### src/rtl/core/sce_pkg.sv
// shared types, constants and codes of the serial console line editor
package sce_pkg;

    localparam int LINE_BUFFER_SIZE = 64;
    localparam int LINE_CAP         = LINE_BUFFER_SIZE - 1;
    localparam int CNT_W            = $clog2(LINE_BUFFER_SIZE);
    localparam int ADDR_W           = $clog2((LINE_CAP > 1) ? LINE_CAP : 2);

    localparam int BYTE_W  = 8;
    localparam int CHAR_W  = 7;
    localparam int ERASE_W = 6;
    localparam int KIND_W  = 3;

    localparam logic [BYTE_W-1:0] BYTE_BS       = 8'h08;
    localparam logic [BYTE_W-1:0] BYTE_LF       = 8'h0A;
    localparam logic [BYTE_W-1:0] BYTE_CR       = 8'h0D;
    localparam logic [BYTE_W-1:0] BYTE_ESC      = 8'h1B;
    localparam logic [BYTE_W-1:0] BYTE_DEL      = 8'h7F;
    localparam logic [BYTE_W-1:0] LAST_CONTROL  = 8'h1F;

    typedef enum logic [KIND_W-1:0] {
        KIND_ECHO      = 3'd0,
        KIND_RUB_ONE   = 3'd1,
        KIND_RUB_COUNT = 3'd2,
        KIND_LINE_CHAR = 3'd3,
        KIND_EMPTY     = 3'd4
    } kind_t;

    typedef enum logic [1:0] {
        ST_IDLE,
        ST_READ,
        ST_SEND
    } state_t;

    typedef struct packed {
        kind_t               kind;
        logic [CHAR_W-1:0]   char_value;
        logic [ERASE_W-1:0]  erase_count;
        logic                last;
    } res_t;

    typedef struct packed {
        logic              we;
        logic [ADDR_W-1:0] waddr;
        logic [CHAR_W-1:0] wdata;
        logic              re;
        logic [ADDR_W-1:0] raddr;
    } ram_req_t;

endpackage

### src/rtl/core/sce_byte_if.sv
// received byte channel
interface sce_byte_if;
    logic       valid;
    logic       ready;
    logic [7:0] rx_byte;

    modport source (output valid, output rx_byte, input ready);
    modport sink   (input valid, input rx_byte, output ready);
endinterface

### src/rtl/core/sce_result_if.sv
// editor result channel
interface sce_result_if;
    logic       valid;
    logic       ready;
    logic [2:0] kind;
    logic [6:0] char_value;
    logic [5:0] erase_count;
    logic       last;

    modport source (output valid, output kind, output char_value, output erase_count,
                    output last, input ready);
    modport sink   (input valid, input kind, input char_value, input erase_count,
                    input last, output ready);
endinterface

### src/rtl/core/serial_console_line_editor.sv
// serial console line editor top level
//
// takes received serial bytes one transaction at a time on rx and gives editor results on
// result. a byte is first caught in a one-entry holding register, so rx keeps taking a byte
// while a result still sits in the output register; the byte is decoded on the cycle after
// it is taken, provided the output register is free or being emptied. printable bytes
// (0x20 to 0x7e) are written to the line store and echoed while fewer than 63 characters
// are held; backspace or del gives one rub-out result, esc gives one rub-out-count result
// carrying the stored count, and both do nothing on an empty line. cr, or an lf that does
// not follow a cr, ends the line: an empty line gives one empty-line result with last set,
// otherwise the stored characters come out in order as line-char results, the final one
// marked last, and the line is emptied. an lf after a cr only clears the cr mark, and all
// other bytes are dropped. timing: rx is held off while the holding register is full, and
// a byte that gives at most one result leaves it on its decode cycle. a line end keeps the
// decoder busy after its own decode cycle with a read state and a send state per stored
// character, set by the registered read of the line store, and the send state waits for
// the output register to be free; bytes arriving meanwhile wait in the holding register.
// the line store has no reset and needs no clearing pass, since only entries below the
// count are ever read and each of those has been written
module serial_console_line_editor (
    input  logic          clk,
    input  logic          rst_n,
    sce_byte_if.sink      rx,
    sce_result_if.source  result
);
    import sce_pkg::*;

    // request from the sequencer to the line store
    ram_req_t          ram_req;
    // registered read data back from the line store
    logic [CHAR_W-1:0] ram_rdata;

    // decode, count, cr mark and line readout
    sce_ctrl u_ctrl (
        .clk       (clk),
        .rst_n     (rst_n),
        .rx        (rx),
        .result    (result),
        .ram_req   (ram_req),
        .ram_rdata (ram_rdata)
    );

    // character store for the line being edited
    sce_line_ram u_line_ram (
        .clk   (clk),
        .req   (ram_req),
        .rdata (ram_rdata)
    );
endmodule

### src/rtl/core/sce_line_ram.sv
// line store: one write port, one read port, registered read data
module sce_line_ram (
    input  logic                       clk,
    input  sce_pkg::ram_req_t          req,
    output logic [sce_pkg::CHAR_W-1:0] rdata
);
    import sce_pkg::*;

    logic [CHAR_W-1:0] mem [LINE_CAP];

    always_ff @(posedge clk)
    begin
        if (req.we)
        begin
            mem[req.waddr] <= req.wdata;
        end
    end

    always_ff @(posedge clk)
    begin
        if (req.re)
        begin
            rdata <= mem[req.raddr];
        end
    end
endmodule

### src/rtl/core/sce_ctrl.sv
// byte decode, line counters and line readout sequencer
module sce_ctrl (
    input  logic                       clk,
    input  logic                       rst_n,
    sce_byte_if.sink                   rx,
    sce_result_if.source               result,
    output sce_pkg::ram_req_t          ram_req,
    input  logic [sce_pkg::CHAR_W-1:0] ram_rdata
);
    import sce_pkg::*;

    state_t              state_reg, state_next;
    logic                pend_valid_reg, pend_valid_next;
    logic [BYTE_W-1:0]   pend_byte_reg, pend_byte_next;
    logic [CNT_W-1:0]    count_reg, count_next;
    logic                cr_seen_reg, cr_seen_next;
    logic [CNT_W-1:0]    idx_reg, idx_next;
    logic                out_valid_reg, out_valid_next;
    res_t                out_reg, out_next;

    logic                out_free;
    logic                is_rub;
    logic                is_print;
    logic                is_last;

    always_ff @(posedge clk or negedge rst_n)
    begin
        if (!rst_n)
        begin
            state_reg      <= ST_IDLE;
            pend_valid_reg <= 1'b0;
            count_reg      <= '0;
            cr_seen_reg    <= 1'b0;
            idx_reg        <= '0;
            out_valid_reg  <= 1'b0;
        end
        else
        begin
            state_reg      <= state_next;
            pend_valid_reg <= pend_valid_next;
            count_reg      <= count_next;
            cr_seen_reg    <= cr_seen_next;
            idx_reg        <= idx_next;
            out_valid_reg  <= out_valid_next;
        end
    end

    always_ff @(posedge clk)
    begin
        pend_byte_reg <= pend_byte_next;
        out_reg       <= out_next;
    end

    assign rx.ready           = !pend_valid_reg;
    assign result.valid       = out_valid_reg;
    assign result.kind        = out_reg.kind;
    assign result.char_value  = out_reg.char_value;
    assign result.erase_count = out_reg.erase_count;
    assign result.last        = out_reg.last;

    assign out_free = !out_valid_reg || result.ready;
    assign is_rub   = (pend_byte_reg == BYTE_BS) || (pend_byte_reg == BYTE_DEL);
    assign is_print = (pend_byte_reg > LAST_CONTROL) && (pend_byte_reg < BYTE_DEL);
    assign is_last  = (CNT_W'(idx_reg + CNT_W'(1)) == count_reg);

    always_comb
    begin
        state_next      = state_reg;
        pend_valid_next = pend_valid_reg;
        pend_byte_next  = pend_byte_reg;
        count_next      = count_reg;
        cr_seen_next    = cr_seen_reg;
        idx_next        = idx_reg;
        out_valid_next  = out_valid_reg;
        out_next        = out_reg;

        ram_req.we    = 1'b0;
        ram_req.waddr = count_reg[ADDR_W-1:0];
        ram_req.wdata = pend_byte_reg[CHAR_W-1:0];
        ram_req.re    = 1'b0;
        ram_req.raddr = idx_reg[ADDR_W-1:0];

        if (out_valid_reg && result.ready)
        begin
            out_valid_next = 1'b0;
        end

        if (rx.valid && !pend_valid_reg)
        begin
            pend_valid_next = 1'b1;
            pend_byte_next  = rx.rx_byte;
        end

        unique case (state_reg)
            ST_IDLE:
            begin
                if (pend_valid_reg && out_free)
                begin
                    pend_valid_next      = 1'b0;
                    out_next.kind        = KIND_ECHO;
                    out_next.char_value  = '0;
                    out_next.erase_count = '0;
                    out_next.last        = 1'b0;
                    if (is_rub)
                    begin
                        if (count_reg != '0)
                        begin
                            count_next     = count_reg - CNT_W'(1);
                            out_next.kind  = KIND_RUB_ONE;
                            out_valid_next = 1'b1;
                        end
                    end
                    else if (pend_byte_reg == BYTE_ESC)
                    begin
                        if (count_reg != '0)
                        begin
                            count_next           = '0;
                            out_next.kind        = KIND_RUB_COUNT;
                            out_next.erase_count = ERASE_W'(count_reg);
                            out_valid_next       = 1'b1;
                        end
                    end
                    else if ((pend_byte_reg == BYTE_LF) && cr_seen_reg)
                    begin
                        cr_seen_next = 1'b0;
                    end
                    else if ((pend_byte_reg == BYTE_CR) || (pend_byte_reg == BYTE_LF))
                    begin
                        if (pend_byte_reg == BYTE_CR)
                        begin
                            cr_seen_next = 1'b1;
                        end
                        if (count_reg == '0)
                        begin
                            out_next.kind  = KIND_EMPTY;
                            out_next.last  = 1'b1;
                            out_valid_next = 1'b1;
                        end
                        else
                        begin
                            idx_next   = '0;
                            state_next = ST_READ;
                        end
                    end
                    else if (is_print && (count_reg < CNT_W'(LINE_CAP)))
                    begin
                        ram_req.we          = 1'b1;
                        count_next          = count_reg + CNT_W'(1);
                        out_next.char_value = pend_byte_reg[CHAR_W-1:0];
                        out_valid_next      = 1'b1;
                    end
                end
            end

            ST_READ:
            begin
                ram_req.re = 1'b1;
                state_next = ST_SEND;
            end

            ST_SEND:
            begin
                if (out_free)
                begin
                    out_valid_next       = 1'b1;
                    out_next.kind        = KIND_LINE_CHAR;
                    out_next.char_value  = ram_rdata;
                    out_next.erase_count = '0;
                    out_next.last        = is_last;
                    if (is_last)
                    begin
                        count_next = '0;
                        state_next = ST_IDLE;
                    end
                    else
                    begin
                        idx_next   = idx_reg + CNT_W'(1);
                        state_next = ST_READ;
                    end
                end
            end

            default:
            begin
                state_next = ST_IDLE;
            end
        endcase
    end
endmodule

### src/flat_wrapper.sv
// flat-port wrapper written by rule: the top's interface ports become plain ports
module serial_console_line_editor_flat import sce_pkg::*;
  (clk, rst_n, rx_valid, rx_rx_byte, rx_ready, result_valid, result_kind, result_char_value, result_erase_count, result_last, result_ready);
  sce_byte_if rx_i ();
  sce_result_if result_i ();
  input  logic clk;
  input  logic rst_n;
  input wire logic [$bits(rx_i.valid)-1:0] rx_valid;
  input wire logic [$bits(rx_i.rx_byte)-1:0] rx_rx_byte;
  output wire logic [$bits(rx_i.ready)-1:0] rx_ready;
  output wire logic [$bits(result_i.valid)-1:0] result_valid;
  output wire logic [$bits(result_i.kind)-1:0] result_kind;
  output wire logic [$bits(result_i.char_value)-1:0] result_char_value;
  output wire logic [$bits(result_i.erase_count)-1:0] result_erase_count;
  output wire logic [$bits(result_i.last)-1:0] result_last;
  input wire logic [$bits(result_i.ready)-1:0] result_ready;
  assign rx_i.valid = rx_valid;
  assign rx_i.rx_byte = rx_rx_byte;
  assign rx_ready = rx_i.ready;
  assign result_valid = result_i.valid;
  assign result_kind = result_i.kind;
  assign result_char_value = result_i.char_value;
  assign result_erase_count = result_i.erase_count;
  assign result_last = result_i.last;
  assign result_i.ready = result_ready;
  serial_console_line_editor u_core (.clk(clk), .rst_n(rst_n), .rx(rx_i), .result(result_i));
endmodule
### config.mk
export PLATFORM = sky130hd
export DESIGN_NAME = serial_console_line_editor_flat
export DESIGN_NICKNAME = d
export VERILOG_FILES = /design/src/rtl/core/sce_pkg.sv /design/src/rtl/core/sce_byte_if.sv /design/src/rtl/core/sce_result_if.sv /design/src/rtl/core/serial_console_line_editor.sv /design/src/rtl/core/sce_line_ram.sv /design/src/rtl/core/sce_ctrl.sv /design/src/flat_wrapper.sv
export SDC_FILE = /design/constraint.sdc
export NUM_CORES = 1
export LEC_CHECK = 0
export ABC_AREA = 1
export BUFFER_PORTS_ARGS = -buffer_cell sky130_fd_sc_hd__buf_2
export CORE_MARGIN = 10
export CORE_UTILIZATION = 60
export CTS_BUF_LIST = sky130_fd_sc_hd__clkbuf_8
export DETAILED_ROUTE_END_ITERATION = 6
export GPL_ROUTABILITY_DRIVEN = 0
export PLACE_DENSITY = 0.76
export SLEW_MARGIN = 0
export SYNTH_ARGS = -nofsm -noshare
export SYNTH_HDL_FRONTEND = slang
export SYNTH_SLANG_ARGS = --single-unit
### constraint.sdc
create_clock -name clk -period 8.75 [get_ports clk]
set_input_delay 0 -clock clk [delete_from_list [all_inputs] [get_ports clk]]
set_output_delay 0 -clock clk [all_outputs]
set_load 0.1 [all_outputs]
==> summary.txt <==
Synthesis
  – Most numerous cell in the Yosys netlist: nand2_1
  – Post-synth top area share: 0.688
  – EDFF count, synth: 473
  – Synth area leader: edfxtp_1
  – Post-synthesis cell type count: 36
  – Most frequent cells after synthesis: nand2_1, edfxtp_1, nand3_1, nor2_1, clkbuf_1
  – Post-Synthesis Cells: around 1,800
  – Post-synthesis sequential area ratio: 0.708
  – Post-synth ARST share: 0.0347
  – Syn nets: about 1,900
  – Main flop type after synthesis: edfxtp_1
  – Mapped cell area: 0.0206 mm2
  – Area contributors post-synth: edfxtp_1, nand2_1, nand3_1
  – #FFs+latches synth: 490
  – Synth warnings: 0
  – Syn Area/Cell: between 10 and 15 um2

Placed design
  – DP HPWL: 28.6 mm
  – Port Buffers: 30
  – Placed cells: 2,227
  – Area post-placement: between 0.02 and 0.025 mm2

Cells and area
  – Number of flip-flops in the largest register: 441
  – Share of cells above drive strength 1: 0.0913
  – Reg area: between 0.01 and 0.015 mm2
  – Fin nets: 1,884
  – Non-Filler Instances: 2,376
  – Fill count: approximately 2,400
  – Area of the multi-input gates: 0.00544 mm2
  – Layout area overhead: 9.61%
  – Design area: 0.0226 mm2
  – Antenna diodes: 0

Detailed routing
  – First DRT Iteration DRCs: roughly 1,900
  – Drt wl/cell: around 21 um
  – DR vias/cell: 5.97
  – Initial DRT Pass Iterations: 7
  – DRC: 1
  – WL final: around 50 mm
  – DR vias: 14,200
  – Post-route ant nets: 0

GRT
  – Number of global-route vias before repair: 13,300
  – Initial antenna violation count: 0
  – Met2 Use GR: 0.378
  – Busiest grt layer: met2
  – GRT Residual Overflow: 0
  – First-pass GRT wire length: roughly 76 mm
  – GRT Util Overall: 0.236
  – Met3 Resource Use GR: 0.0486
  – Met1 GRT Util: 0.309
  – Pin count of the biggest net entering global routing: 135

Worst hold path
  – Min-delay src: rx_rx_byte[5]
  – Hold depth: 2
  – Hold EP: u_core.u_ctrl.pend_byte_reg[5]$_DFFE_PP_
  – HP Class: in2reg

Critical path
  – Critical path depth: 7
  – Cell family with most CP delay: simple AND/OR/NAND/NOR gates
  – Required time worst endpoint: 8.98 ns
  – CP Cell Sequence: buf_4 -> o21bai_4 -> nor2_8 -> nand2_4 -> nor3_4 -> nand4_4 -> nor2_1
  – CP Launch Type: flip-flop
  – Worst reg2reg path depth: 7
  – Worst path max stage delay: approximately 0.82 ns
  – Crit path max-delay cell type: nor3_4
  – Worst path bufs/invs: 1
  – R2R setup slack: roughly 5 ns
  – Crit path kind: reg2reg
  – Reg-to-reg startpoint: u_core.u_ctrl.pend_byte_reg[6]$_DFFE_PP_
  – Crit Path Max Fanout: 67
  – Reg2reg end: u_core.u_line_ram.mem[23][2]$_DFFE_PP_
  – Worst path arrival time: 3.82 ns
  – CP endpoint kind: flip-flop

Clock tree
  – CTS H-tree lvls: 3
  – Root Buffer: clkbuf_8
  – CTS Sinks: 490
  – CTS tree: built
  – TritonCTS buffer count: 76
  – Post-CTS resize count: 0
  – Max Root-Sink Buffers: 3
  – Clk Latency, worst-skew pair: 0.61 ns
  – CTS clk-pin slew, worst paths: 0.06 ns

Timing
  – RSZ-0062 raised after global routing: false
  – Max Slew Vio Count: 0
  – Final hold slack: roughly 0.097 ns
  – Final period util: 0.411
  – Final Critical Period: ~3.6 ns
  – Slew @ Worst Pin: 1.17 ns
  – Endpoints failing hold: 0
  – Setup Viol. Count Final: 0
  – Relative slew slack: 0.223
  – Setup TNS: 0 ns
  – Setup Skew: 0.0394 ns
  – Fmax: 278 MHz

Power
  – P_leak: around 8.3 nW
  – Total design power: 5.99 mW
  – Cell Pwr Density: 265 mW/mm2
  – Maximum vdd drop: 0.000392 V

Floorplanning
  – I/O pins: 31
  – Total die area: 0.0422 mm2
  – Num rows: 67
  – Die Span Y: 206 um
  – Die Span X: 206 um
  – Starting Density: 0.611
  – Core Area: 0.0338 mm2

Outcome
  – Status: finished, violations left
  – Failing checks: DRC

Job
  – MaxCap Viol Count: 0
-- how the worst max path moves through the flow --
stage	from	endpoint	slack [ns]
6_report	u_core.u_ctrl.pend_byte_reg[6]$_DFFE_PP_	u_core.u_line_ram.mem[23][2]$_DFFE_PP_	5.15
5_1_grt	u_core.u_ctrl.pend_byte_reg[6]$_DFFE_PP_	u_core.u_line_ram.mem[20][6]$_DFFE_PP_	5.02
4_1_cts	u_core.u_ctrl.pend_byte_reg[6]$_DFFE_PP_	u_core.u_line_ram.mem[56][6]$_DFFE_PP_	5.22
3_5_place_dp	u_core.u_ctrl.pend_byte_reg[5]$_DFFE_PP_	u_core.u_line_ram.mem[56][6]$_DFFE_PP_	5.26
3_3_place_gp	u_core.u_ctrl.pend_byte_reg[5]$_DFFE_PP_	u_core.u_line_ram.mem[20][1]$_DFFE_PP_	5.35
2_1_floorplan	u_core.u_ctrl.pend_byte_reg[5]$_DFFE_PP_	u_core.u_line_ram.mem[56][0]$_DFFE_PP_	5.61
-- cell type report --
type | count | area share
Clock buffer | 77 | 0.0468
Clock inverter | 60 | 0.0167
Sequential cell | 490 | 0.647
Inverter | 37 | 0.00641
Multi-Input combinational cell | 1203 | 0.240
Timing Repair Buffer | 61 | 0.0182
Tap cell | 448 | 0.0248
-- cell usage in the layout, fill, tap and decap left out, types with 6 or more instances in the layout --
cell / netlist / layout
a21oi_1: 14 / 14
buf_2: 29 / 30
buf_4: 0 / 19
clkbuf_8: 0 / 77
clkinv_1: 0 / 18
clkinv_2: 0 / 6
dfrtp_1: 17 / 14
dlygate4sd3_1: 0 / 12
edfxtp_1: 473 / 473
inv_1: 25 / 51
inv_2: 12 / 10
nand2_1: 620 / 620
nand3_1: 372 / 372
nor2_1: 115 / 115
o211ai_1: 18 / 18
o21ai_0: 13 / 13
-- stage by stage --
stage / util / setup slack [ns]
2_1_floorplan: - / 5.61
3_3_place_gp: 0.624 / 5.35
3_5_place_dp: 0.624 / 5.26
4_1_cts: 0.670 / 5.22
5_1_grt: 0.670 / 5.02
6_report: 0.670 / 5.15
-- logic make-up after synthesis --
family,after synthesis,synth area share
and+or+nand+nor,1130,0.239
muxes,1,0.000545
adders and majority gates,3,0.00182
buffers and inverters,143,0.0281
DFF,490,0.708
AOI/OAI and AO/OA,62,0.0193
xor gates and xnor gates,7,0.00297
-- layer usage --
layer	part of all wire	wire, um	vias to the layer above
li1	-	-	6480
met1	0.38	19300	6704
met2	0.48	23900	871
met3	0.10	5250	132
met4	0.034	1720	0
met5	0	0	-
-- repair_timing --
action                    4_1_cts  5_1_grt
hold endpoints to repair       36        0
hold buffers                   12        0
buffers inserted                0        0
-- report_power, final --
part	leakage [nW]	switching (mW)	total [mW]	internal [mW]
Combinational	2.99	1.11	1.36	0.250
Clock	0.819	0.860	1.81	0.946
Sequential	4.49	0.0670	2.83	2.76
Total	8.30	2.03	5.99	3.96
Note: power is estimated with default switching activity, not from simulation.
